**src/rtl/bqc_pkg.sv**
```systemverilog
// Package for the biquad cascade low-pass filter: widths, register indexes,
// reset coefficients, datapath command codes and the shared structs.
// Depends on nothing; every other file of the block imports it.
package bqc_pkg;

  localparam int SECTIONS    = 4;
  localparam int SAMPLE_BITS = 24;
  localparam int COEFF_BITS  = 32;
  localparam int FRAC_BITS   = 28;
  localparam int DELAY_BITS  = 48;
  localparam int HALF_BITS   = DELAY_BITS / 2;
  localparam int OPND_BITS   = HALF_BITS + 1;
  localparam int PROD_BITS   = COEFF_BITS + OPND_BITS;
  localparam int ACC_BITS    = 84;
  localparam int RND_BITS    = ACC_BITS - FRAC_BITS;
  localparam int SEC_BITS    = (SECTIONS > 1) ? $clog2(SECTIONS) : 1;
  localparam int REG_COUNT   = 5;
  localparam int IDX_BITS    = 3;

  // Configuration register indexes, also used as coefficient selects.
  localparam logic [IDX_BITS-1:0] REG_A1 = 3'd0;
  localparam logic [IDX_BITS-1:0] REG_A2 = 3'd1;
  localparam logic [IDX_BITS-1:0] REG_B0 = 3'd2;
  localparam logic [IDX_BITS-1:0] REG_B1 = 3'd3;
  localparam logic [IDX_BITS-1:0] REG_B2 = 3'd4;

  localparam logic signed [COEFF_BITS-1:0] A1_RESET = 32'sd513121955;
  localparam logic signed [COEFF_BITS-1:0] A2_RESET = -32'sd245701022;
  localparam logic signed [COEFF_BITS-1:0] B0_RESET = 32'sd253633;
  localparam logic signed [COEFF_BITS-1:0] B1_RESET = 32'sd507266;
  localparam logic signed [COEFF_BITS-1:0] B2_RESET = 32'sd253633;

  // Datapath operations.
  localparam logic [2:0] OP_NOP      = 3'd0;
  localparam logic [2:0] OP_LOAD_IN  = 3'd1;
  localparam logic [2:0] OP_LOAD_SEC = 3'd2;
  localparam logic [2:0] OP_MUL      = 3'd3;
  localparam logic [2:0] OP_ROUND_W  = 3'd4;
  localparam logic [2:0] OP_ROUND_Y  = 3'd5;
  localparam logic [2:0] OP_EMIT     = 3'd6;

  // Multiplier operand selects.
  localparam logic [1:0] OPND_D1 = 2'd0;
  localparam logic [1:0] OPND_D2 = 2'd1;
  localparam logic [1:0] OPND_W0 = 2'd2;

  typedef struct packed {
    logic [2:0]          op;
    logic [IDX_BITS-1:0] coef_sel;
    logic [1:0]          opnd_sel;
    logic                hi;
    logic [SEC_BITS-1:0] sec;
  } cmd_t;

  typedef struct packed {
    logic                  we;
    logic [IDX_BITS-1:0]   idx;
    logic [COEFF_BITS-1:0] data;
  } cfg_wr_t;

endpackage

```
**src/rtl/bqc_in_if.sv**
```systemverilog
// Input sample channel of the biquad cascade: valid, ready and one sample.
// Depends on bqc_pkg for the sample width.
interface bqc_in_if import bqc_pkg::*; ();
  logic                          valid;
  logic                          ready;
  logic signed [SAMPLE_BITS-1:0] sample_in;

  modport source (output valid, output sample_in, input ready);
  modport sink (input valid, input sample_in, output ready);
endinterface

```
**src/rtl/bqc_out_if.sv**
```systemverilog
// Result channel of the biquad cascade: valid, ready and one filtered sample.
// Depends on bqc_pkg for the sample width.
interface bqc_out_if import bqc_pkg::*; ();
  logic                          valid;
  logic                          ready;
  logic signed [SAMPLE_BITS-1:0] sample_out;

  modport source (output valid, output sample_out, input ready);
  modport sink (input valid, input sample_out, output ready);
endinterface

```
**src/rtl/bqc_cfg_if.sv**
```systemverilog
// Coefficient write channel of the biquad cascade: valid, ready, index, data.
// Depends on bqc_pkg for the index and coefficient widths.
interface bqc_cfg_if import bqc_pkg::*; ();
  logic                  valid;
  logic                  ready;
  logic [IDX_BITS-1:0]   reg_index;
  logic [COEFF_BITS-1:0] wdata;

  modport source (output valid, output reg_index, output wdata, input ready);
  modport sink (input valid, input reg_index, input wdata, output ready);
endinterface

```
**src/rtl/biquad_cascade_lowpass.sv**
```systemverilog
// Top level of the biquad cascade low-pass filter: four direct form II
// sections sharing one multiplier. Uses bqc_pkg, the three channel
// interfaces, bqc_ctrl and bqc_dpath.
//
// Usage: each request on in_chan carries one signed 24-bit sample; the block
// returns exactly one filtered, saturated sample on out_chan per request.
// Coefficients in signed Q4.28 are written on cfg_chan (index 0 to 4: a1, a2,
// b0, b1, b2) while no sample is in flight; other indexes are ignored and
// cfg_chan is always ready.
// Schedule: a sample is accepted while the block is idle, then every section
// runs ten half-width multiplies on the one 32 x 25 multiplier, two
// accumulator drains, two roundings and a delay fetch. The result is then
// presented and the next sample may be accepted once it is; the block takes
// no new sample before the last is through, since the multiplier is shared.
// Reset clears both delay words of every section and restores the default
// coefficients. If the receiver stalls, the finished result waits in the
// output register while the next sample is processed; that sample's result
// then waits until the register has been taken.
module biquad_cascade_lowpass import bqc_pkg::*; (
  input  logic clk,
  input  logic rst_n,
  bqc_in_if.sink    in_chan,
  bqc_out_if.source out_chan,
  bqc_cfg_if.sink   cfg_chan
);

  cmd_t    cmd;
  cfg_wr_t cfg_wr;

  assign cfg_chan.ready = 1'b1;
  assign cfg_wr.we      = cfg_chan.valid;
  assign cfg_wr.idx     = cfg_chan.reg_index;
  assign cfg_wr.data    = cfg_chan.wdata;

  bqc_ctrl u_ctrl (
    .clk       (clk),
    .rst_n     (rst_n),
    .in_valid  (in_chan.valid),
    .in_ready  (in_chan.ready),
    .out_ready (out_chan.ready),
    .out_valid (out_chan.valid),
    .cmd       (cmd)
  );

  bqc_dpath u_dpath (
    .clk        (clk),
    .rst_n      (rst_n),
    .cfg_wr     (cfg_wr),
    .sample_in  (in_chan.sample_in),
    .cmd        (cmd),
    .sample_out (out_chan.sample_out)
  );

`ifndef SYNTHESIS
  a_busy_after_accept: assert property (@(posedge clk) disable iff (!rst_n)
    (in_chan.valid && in_chan.ready) |=> !in_chan.ready)
    else $error("Input accepted again while a sample is in flight.");

  a_emit_when_free: assert property (@(posedge clk) disable iff (!rst_n)
    (cmd.op == OP_EMIT) |-> (!out_chan.valid || out_chan.ready))
    else $error("Result overwrote an output register that was not taken.");

  a_no_mul_when_idle: assert property (@(posedge clk) disable iff (!rst_n)
    in_chan.ready |-> (cmd.op == OP_NOP || cmd.op == OP_LOAD_IN))
    else $error("Datapath command issued while the sequencer is idle.");

  a_reset_quiet: assert property (@(posedge clk)
    !rst_n |=> !out_chan.valid)
    else $error("Result valid directly after reset.");
`endif

endmodule

```
**src/rtl/bqc_ctrl.sv**
```systemverilog
// Sequencer of the biquad cascade: request handshakes and the per-section
// schedule of multiply, round and delay update commands. Uses bqc_pkg.
module bqc_ctrl import bqc_pkg::*; (
  input  logic clk,
  input  logic rst_n,
  input  logic in_valid,
  output logic in_ready,
  input  logic out_ready,
  output logic out_valid,
  output cmd_t cmd
);

  localparam logic [1:0] ST_IDLE = 2'd0;
  localparam logic [1:0] ST_RUN  = 2'd1;
  localparam logic [1:0] ST_EMIT = 2'd2;

  localparam logic [3:0] STEP_LOAD    = 4'd0;
  localparam logic [3:0] STEP_A1_LO   = 4'd1;
  localparam logic [3:0] STEP_A1_HI   = 4'd2;
  localparam logic [3:0] STEP_A2_LO   = 4'd3;
  localparam logic [3:0] STEP_A2_HI   = 4'd4;
  localparam logic [3:0] STEP_DRAIN_W = 4'd5;
  localparam logic [3:0] STEP_ROUND_W = 4'd6;
  localparam logic [3:0] STEP_B0_LO   = 4'd7;
  localparam logic [3:0] STEP_B0_HI   = 4'd8;
  localparam logic [3:0] STEP_B1_LO   = 4'd9;
  localparam logic [3:0] STEP_B1_HI   = 4'd10;
  localparam logic [3:0] STEP_B2_LO   = 4'd11;
  localparam logic [3:0] STEP_B2_HI   = 4'd12;
  localparam logic [3:0] STEP_DRAIN_Y = 4'd13;
  localparam logic [3:0] STEP_ROUND_Y = 4'd14;

  logic [1:0]          state_r, state_nxt;
  logic [3:0]          step_r, step_nxt;
  logic [SEC_BITS-1:0] sec_r, sec_nxt;
  logic                out_valid_r, out_valid_nxt;
  logic                emit_fire;
  cmd_t                run_cmd;

  assign in_ready  = (state_r == ST_IDLE);
  assign out_valid = out_valid_r;
  assign emit_fire = (state_r == ST_EMIT) && (!out_valid_r || out_ready);

  always_comb begin
    run_cmd          = '0;
    run_cmd.op       = OP_MUL;
    run_cmd.sec      = sec_r;
    case (step_r)
      STEP_LOAD: begin
        run_cmd.op = OP_LOAD_SEC;
      end
      STEP_A1_LO: begin
        run_cmd.coef_sel = REG_A1;
        run_cmd.opnd_sel = OPND_D1;
      end
      STEP_A1_HI: begin
        run_cmd.coef_sel = REG_A1;
        run_cmd.opnd_sel = OPND_D1;
        run_cmd.hi       = 1'b1;
      end
      STEP_A2_LO: begin
        run_cmd.coef_sel = REG_A2;
        run_cmd.opnd_sel = OPND_D2;
      end
      STEP_A2_HI: begin
        run_cmd.coef_sel = REG_A2;
        run_cmd.opnd_sel = OPND_D2;
        run_cmd.hi       = 1'b1;
      end
      STEP_DRAIN_W: begin
        run_cmd.op = OP_NOP;
      end
      STEP_ROUND_W: begin
        run_cmd.op = OP_ROUND_W;
      end
      STEP_B0_LO: begin
        run_cmd.coef_sel = REG_B0;
        run_cmd.opnd_sel = OPND_W0;
      end
      STEP_B0_HI: begin
        run_cmd.coef_sel = REG_B0;
        run_cmd.opnd_sel = OPND_W0;
        run_cmd.hi       = 1'b1;
      end
      STEP_B1_LO: begin
        run_cmd.coef_sel = REG_B1;
        run_cmd.opnd_sel = OPND_D1;
      end
      STEP_B1_HI: begin
        run_cmd.coef_sel = REG_B1;
        run_cmd.opnd_sel = OPND_D1;
        run_cmd.hi       = 1'b1;
      end
      STEP_B2_LO: begin
        run_cmd.coef_sel = REG_B2;
        run_cmd.opnd_sel = OPND_D2;
      end
      STEP_B2_HI: begin
        run_cmd.coef_sel = REG_B2;
        run_cmd.opnd_sel = OPND_D2;
        run_cmd.hi       = 1'b1;
      end
      STEP_DRAIN_Y: begin
        run_cmd.op = OP_NOP;
      end
      STEP_ROUND_Y: begin
        run_cmd.op = OP_ROUND_Y;
      end
      default: begin
        run_cmd.op = OP_NOP;
      end
    endcase
  end

  always_comb begin
    state_nxt     = state_r;
    step_nxt      = step_r;
    sec_nxt       = sec_r;
    out_valid_nxt = (out_valid_r && !out_ready) || emit_fire;
    cmd           = '0;
    cmd.op        = OP_NOP;
    case (state_r)
      ST_IDLE: begin
        if (in_valid) begin
          cmd.op    = OP_LOAD_IN;
          state_nxt = ST_RUN;
          step_nxt  = STEP_LOAD;
          sec_nxt   = '0;
        end
      end
      ST_RUN: begin
        cmd = run_cmd;
        if (step_r == STEP_ROUND_Y) begin
          step_nxt = STEP_LOAD;
          if (sec_r == SEC_BITS'(SECTIONS - 1)) begin
            state_nxt = ST_EMIT;
          end else begin
            sec_nxt = sec_r + 1'b1;
          end
        end else begin
          step_nxt = step_r + 1'b1;
        end
      end
      ST_EMIT: begin
        if (emit_fire) begin
          cmd.op    = OP_EMIT;
          state_nxt = ST_IDLE;
        end
      end
      default: begin
        state_nxt = ST_IDLE;
      end
    endcase
  end

  always_ff @(posedge clk) begin
    if (!rst_n) begin
      state_r     <= ST_IDLE;
      step_r      <= STEP_LOAD;
      sec_r       <= '0;
      out_valid_r <= 1'b0;
    end else begin
      state_r     <= state_nxt;
      step_r      <= step_nxt;
      sec_r       <= sec_nxt;
      out_valid_r <= out_valid_nxt;
    end
  end

endmodule

```
**src/rtl/bqc_dpath.sv**
```systemverilog
// Datapath of the biquad cascade: coefficient registers, delay words, one
// shared 32 x 25 multiplier, an accumulator and the round/saturate logic.
// Uses bqc_pkg; driven by commands from bqc_ctrl.
module bqc_dpath import bqc_pkg::*; (
  input  logic                          clk,
  input  logic                          rst_n,
  input  cfg_wr_t                       cfg_wr,
  input  logic signed [SAMPLE_BITS-1:0] sample_in,
  input  cmd_t                          cmd,
  output logic signed [SAMPLE_BITS-1:0] sample_out
);

  logic signed [COEFF_BITS-1:0]  coef_r [REG_COUNT];
  logic signed [DELAY_BITS-1:0]  delay_first_r [SECTIONS];
  logic signed [DELAY_BITS-1:0]  delay_second_r [SECTIONS];
  logic signed [DELAY_BITS-1:0]  d1_r, d2_r, w0_r;
  logic signed [SAMPLE_BITS-1:0] x_r, sample_out_r;
  logic signed [ACC_BITS-1:0]    acc_r;
  logic signed [PROD_BITS-1:0]   prod_r;
  logic                          prod_vld_r, prod_hi_r;

  logic signed [COEFF_BITS-1:0]  coef_mux;
  logic signed [DELAY_BITS-1:0]  word_mux;
  logic signed [OPND_BITS-1:0]   opnd;
  logic signed [PROD_BITS-1:0]   prod_nxt;
  logic signed [ACC_BITS-1:0]    prod_ext, acc_sum, rnd;
  logic signed [RND_BITS-1:0]    rsh;
  logic signed [DELAY_BITS-1:0]  w0_sat;
  logic signed [SAMPLE_BITS-1:0] y_sat;

  assign sample_out = sample_out_r;

  always_comb begin
    case (cmd.coef_sel)
      REG_A1:  coef_mux = coef_r[0];
      REG_A2:  coef_mux = coef_r[1];
      REG_B0:  coef_mux = coef_r[2];
      REG_B1:  coef_mux = coef_r[3];
      REG_B2:  coef_mux = coef_r[4];
      default: coef_mux = '0;
    endcase
    case (cmd.opnd_sel)
      OPND_D1: word_mux = d1_r;
      OPND_D2: word_mux = d2_r;
      OPND_W0: word_mux = w0_r;
      default: word_mux = '0;
    endcase
  end

  // The delay word is split into a signed upper half and an unsigned lower half.
  assign opnd = cmd.hi ? OPND_BITS'($signed(word_mux[DELAY_BITS-1:HALF_BITS]))
                       : $signed({1'b0, word_mux[HALF_BITS-1:0]});
  assign prod_nxt = coef_mux * opnd;

  assign prod_ext = prod_hi_r ? (ACC_BITS'(prod_r) <<< HALF_BITS) : ACC_BITS'(prod_r);
  assign acc_sum  = acc_r + prod_ext;

  assign rnd = acc_r + (ACC_BITS'(1) <<< (FRAC_BITS - 1));
  assign rsh = rnd[ACC_BITS-1:FRAC_BITS];

  always_comb begin
    if (rsh[RND_BITS-1:DELAY_BITS-1] != {(RND_BITS-DELAY_BITS+1){rsh[RND_BITS-1]}}) begin
      w0_sat = rsh[RND_BITS-1] ? {1'b1, {(DELAY_BITS-1){1'b0}}}
                               : {1'b0, {(DELAY_BITS-1){1'b1}}};
    end else begin
      w0_sat = rsh[DELAY_BITS-1:0];
    end
    if (rsh[RND_BITS-1:SAMPLE_BITS-1] != {(RND_BITS-SAMPLE_BITS+1){rsh[RND_BITS-1]}}) begin
      y_sat = rsh[RND_BITS-1] ? {1'b1, {(SAMPLE_BITS-1){1'b0}}}
                              : {1'b0, {(SAMPLE_BITS-1){1'b1}}};
    end else begin
      y_sat = rsh[SAMPLE_BITS-1:0];
    end
  end

  always_ff @(posedge clk) begin
    if (!rst_n) begin
      coef_r[0]  <= A1_RESET;
      coef_r[1]  <= A2_RESET;
      coef_r[2]  <= B0_RESET;
      coef_r[3]  <= B1_RESET;
      coef_r[4]  <= B2_RESET;
      prod_vld_r <= 1'b0;
      for (int i = 0; i < SECTIONS; i++) begin
        delay_first_r[i]  <= '0;
        delay_second_r[i] <= '0;
      end
    end else begin
      if (cfg_wr.we && (cfg_wr.idx < IDX_BITS'(REG_COUNT))) begin
        coef_r[cfg_wr.idx] <= cfg_wr.data;
      end
      prod_vld_r <= (cmd.op == OP_MUL);
      if (cmd.op == OP_ROUND_Y) begin
        delay_first_r[cmd.sec]  <= w0_r;
        delay_second_r[cmd.sec] <= d1_r;
      end
    end
  end

  always_ff @(posedge clk) begin
    prod_r    <= prod_nxt;
    prod_hi_r <= cmd.hi;
    case (cmd.op)
      OP_LOAD_IN: begin
        x_r <= sample_in;
      end
      OP_LOAD_SEC: begin
        d1_r  <= delay_first_r[cmd.sec];
        d2_r  <= delay_second_r[cmd.sec];
        acc_r <= ACC_BITS'(x_r) <<< FRAC_BITS;
      end
      OP_ROUND_W: begin
        w0_r  <= w0_sat;
        acc_r <= '0;
      end
      OP_ROUND_Y: begin
        x_r <= y_sat;
      end
      OP_EMIT: begin
        sample_out_r <= x_r;
      end
      default: begin
        if (prod_vld_r) begin
          acc_r <= acc_sum;
        end
      end
    endcase
  end

endmodule
```
**src/flat_wrapper.sv**
```systemverilog
// flat-port wrapper written by rule: the top's interface ports become plain ports
module biquad_cascade_lowpass_flat import bqc_pkg::*;
  (clk, rst_n, in_chan_valid, in_chan_sample_in, in_chan_ready, out_chan_valid, out_chan_sample_out, out_chan_ready, cfg_chan_valid, cfg_chan_reg_index, cfg_chan_wdata, cfg_chan_ready);
  bqc_in_if in_chan_i ();
  bqc_out_if out_chan_i ();
  bqc_cfg_if cfg_chan_i ();
  input  logic clk;
  input  logic rst_n;
  input wire logic [$bits(in_chan_i.valid)-1:0] in_chan_valid;
  input wire logic [$bits(in_chan_i.sample_in)-1:0] in_chan_sample_in;
  output wire logic [$bits(in_chan_i.ready)-1:0] in_chan_ready;
  output wire logic [$bits(out_chan_i.valid)-1:0] out_chan_valid;
  output wire logic [$bits(out_chan_i.sample_out)-1:0] out_chan_sample_out;
  input wire logic [$bits(out_chan_i.ready)-1:0] out_chan_ready;
  input wire logic [$bits(cfg_chan_i.valid)-1:0] cfg_chan_valid;
  input wire logic [$bits(cfg_chan_i.reg_index)-1:0] cfg_chan_reg_index;
  input wire logic [$bits(cfg_chan_i.wdata)-1:0] cfg_chan_wdata;
  output wire logic [$bits(cfg_chan_i.ready)-1:0] cfg_chan_ready;
  assign in_chan_i.valid = in_chan_valid;
  assign in_chan_i.sample_in = in_chan_sample_in;
  assign in_chan_ready = in_chan_i.ready;
  assign out_chan_valid = out_chan_i.valid;
  assign out_chan_sample_out = out_chan_i.sample_out;
  assign out_chan_i.ready = out_chan_ready;
  assign cfg_chan_i.valid = cfg_chan_valid;
  assign cfg_chan_i.reg_index = cfg_chan_reg_index;
  assign cfg_chan_i.wdata = cfg_chan_wdata;
  assign cfg_chan_ready = cfg_chan_i.ready;
  biquad_cascade_lowpass u_core (.clk(clk), .rst_n(rst_n), .in_chan(in_chan_i), .out_chan(out_chan_i), .cfg_chan(cfg_chan_i));
endmodule
```
**config.mk**
```make
export PLATFORM = sky130hd
export DESIGN_NAME = biquad_cascade_lowpass_flat
export DESIGN_NICKNAME = d
export VERILOG_FILES = /design/src/rtl/bqc_pkg.sv /design/src/rtl/bqc_in_if.sv /design/src/rtl/bqc_out_if.sv /design/src/rtl/bqc_cfg_if.sv /design/src/rtl/biquad_cascade_lowpass.sv /design/src/rtl/bqc_ctrl.sv /design/src/rtl/bqc_dpath.sv /design/src/flat_wrapper.sv
export SDC_FILE = /design/constraint.sdc
export NUM_CORES = 2
export LEC_CHECK = 0
export ABC_AREA = 1
export BUFFER_PORTS_ARGS = -buffer_cell sky130_fd_sc_hd__buf_4
export CORE_MARGIN = 5
export CORE_UTILIZATION = 57
export DETAILED_ROUTE_END_ITERATION = 16
export PLACE_DENSITY = 0.8
export SYNTH_ARGS = -nofsm -noshare
export SYNTH_HDL_FRONTEND = slang
export SYNTH_SLANG_ARGS = --single-unit
```
**constraint.sdc**
```tcl
create_clock -name clk -period 13.69 [get_ports clk]
set_input_delay 2.0535 -clock clk [delete_from_list [all_inputs] [get_ports clk]]
set_output_delay 2.0535 -clock clk [all_outputs]
set_load 0.1 [all_outputs]
```
==> impl_metrics.ini <==
[status]
status = complete, no violations

[logic_synthesis]
synth_nets = 9355
ys_ff_latch = 888
syn_area_per_cell_um2 = 8.85
ys_seq_area_share_pct = 35.7
synth_cells = 8231
synthFlopType = edfxtp_1
synth_edf_count = 820
synthArstFlopShare_pct = 0
synth_area_um2 = 72800
yosysUniqueCellTypes = 61
yosysWarnings = 0

[floorplan]
die_w_um = 367
initial_core_util_pct = 57.3
design.core.area_um2 = 127000
rows = 131
num_io_pins = 91
die_h_um = 367
die_area_um2 = 135000

[critical_path]
endpoint_kind = flip-flop
cp.required_ns = 14.33
slowest_stage = o21ai_1
cp_max_fo = 54
path_delay_family = adder cells
start_kind = flip-flop
arrival_ns = 11.12
critPathKind = flip-flop to flip-flop
critPathMaxStageDelay_ns = 0.68
path_common_cell = fa_1
path_buf_inv = 11

[layout]
fillers = 10700
layout_common_cells = inv_1, nor2_1, nand2_1, fa_1, edfxtp_1
fin_nets = 9292
final_common_cell = inv_1
seq_area_um2 = 26000
final_core_util_pct = 61.3
drive_above_1_share_pct = 5.28
multi_input_area_um2 = 39900
area_growth_pct = 7.12

[sta]
whs_ns = 0.461
max_freq_mhz = 95.5
skew_ns = 0.0814
drv_slew = 0
slew_headroom_pct = 4.84
hold_viol = 0
finalSetupViolCount = 0
rsz0062_at_grt = no
setup_tns_ns = 0
period_minus_slack_ns = 10.48
worstMarginPinSlew_ns = 1.41
finalCritPeriodShare_pct = 76.5

[global_routing]
grtUsageTotal_pct = 34.0
grt_pass1_vias = 59300
grt_pass1_wl_um = 351000
grt_antenna_before_repair = 1
grt_max_degree = 115
overflow = 0

[detailed_routing]
drc_errors = 0
vias = 59300
avgRoutedWirePerCell_um = 23.4
ant_nets = 0
wl_um = 232000
drtPass1Iterations = 7
drt_iter0_markers = 7421
via_per_inst = 5.98

[run]
maxCapViolCount = 0

[clocking]
clockBufferDepth = 3
path_clk_slew_ns = 0.06
post_cts_buffers = 0
htreeDepth = 3
clock_sinks = 888
ctsHoldBuffers = 0
root_buffer = clkbuf_16
cts_buffers = 93
postCtsResizedCells = 0
insertion_delay_ns = 0.75
cts_tree = done

[place]
portBuffers = 89
gp_congestion = 1.04
dpl.hpwl_um = 173000

[hold_path]
hp-class = flip-flop to flip-flop
[metrics by stage]
stage               setup slack, ns  std cells  cell area [um2]
finish                         3.21       9911            78000
global route                   2.79       9908            78000
CTS                            3.42       9908            78000
detailed placement             3.44       9735            74900
global placement               3.54       9735            74900
floorplan                      2.61       8231            72800
[cells by family (layout without fill, tap and decap cells)]
| group | after synthesis | after routing | synth area share (%) |
|---|---|---|---|
| flip-flops | 888 | 888 | 35.7 |
| AND/OR/NAND/NOR | 3216 | 3216 | 17.5 |
| XOR/XNOR | 124 | 124 | 1.49 |
| AO/OA/AOI/OAI | 1121 | 1121 | 8.98 |
| other | 1 | 4 | 0.00515 |
| buffers and inverters | 1821 | 1836 | 9.72 |
| adder cells (fa/ha/maj) | 1060 | 1060 | 26.7 |
[cell usage after synthesis (19+ instances only)]
library cell,number,area (um2)
nor2_1,1448,5440
inv_1,1439,5400
nand2_1,1418,5320
edfxtp_1,820,24600
fa_1,820,16400
o21ai_0,410,2050
a21oi_1,284,1420
ha_1,240,3000
clkbuf_1,217,815
o22ai_1,200,1250
nor3_1,127,636
nand3_1,124,621
buf_2,94,470
dfxtp_1,68,1360
xor2_1,67,587
xnor2_1,57,499
nand4_1,49,307
inv_2,37,139
a22oi_1,32,240
a22o_1,24,210
a31oi_1,22,138
o2111ai_1,22,193
o221ai_1,19,166
[path summary, 6_finish.rpt]
| path | from | to | slack [ns] | depth (start not counted) |
|---|---|---|---|---|
| setup / recovery | u_core.u_ctrl.state_r[0]$_SDFFE_PN0P_ | u_core.u_dpath.prod_r[41]$_DFF_P_ | 3.21 | 35 |
| hold / removal | u_core.u_dpath.x_r[6]$_DFFE_PP_ | u_core.u_dpath.sample_out[6]$_DFFE_PN_ | 0.46 | 0 |
| setup reg to reg | u_core.u_ctrl.state_r[0]$_SDFFE_PN0P_ | u_core.u_dpath.prod_r[41]$_DFF_P_ | 3.21 | 35 |
| hold reg to reg | u_core.u_dpath.x_r[6]$_DFFE_PP_ | u_core.u_dpath.sample_out[6]$_DFFE_PN_ | 0.46 | 0 |
[layout make-up]
cell class	instances	share of cell area, %
Antenna cell	3	0.00962
Clock buffer	112	3.14
Clock inverter	61	0.819
Inverter	1481	7.14
Multi-Input combinational cell	5522	51.2
Sequential cell	888	33.3
Tap cell	1662	2.67
Timing Repair Buffer	182	1.75
[layer usage]
layer  routed length [um]  share of wire, %  up-vias  global-route usage (%)
met4                13000               5.6        2                    16.2
met3                27900                12      730                    8.06
li1                     -                 -    25900                       -
met5                   82             0.035        -                   0.427
met1                86000                37    28800                    45.3
met2               105000                45     3748                    53.1
[flip-flops by register name, summed over array words and instances (netlist names), 2 cells and up]
name and cells:
u_core.u_dpath.prod_r 57, u_core.u_ctrl.state_r 2, u_core.u_dpath.delay_second_r 192, u_core.u_dpath.d2_r 48
u_core.u_dpath.delay_first_r 192, u_core.u_dpath.d1_r 48, u_core.u_ctrl.step_r 4, u_core.u_dpath.x_r 24
u_core.u_dpath.sample_out 24, u_core.u_ctrl.sec_r 2, u_core.u_dpath.acc_r 84, u_core.u_dpath.w0_r 48
u_core.u_dpath.coef_r 160
Power is not shown: default switching activity piles up to over one toggle a cycle in this logic, so the estimate is an artifact.
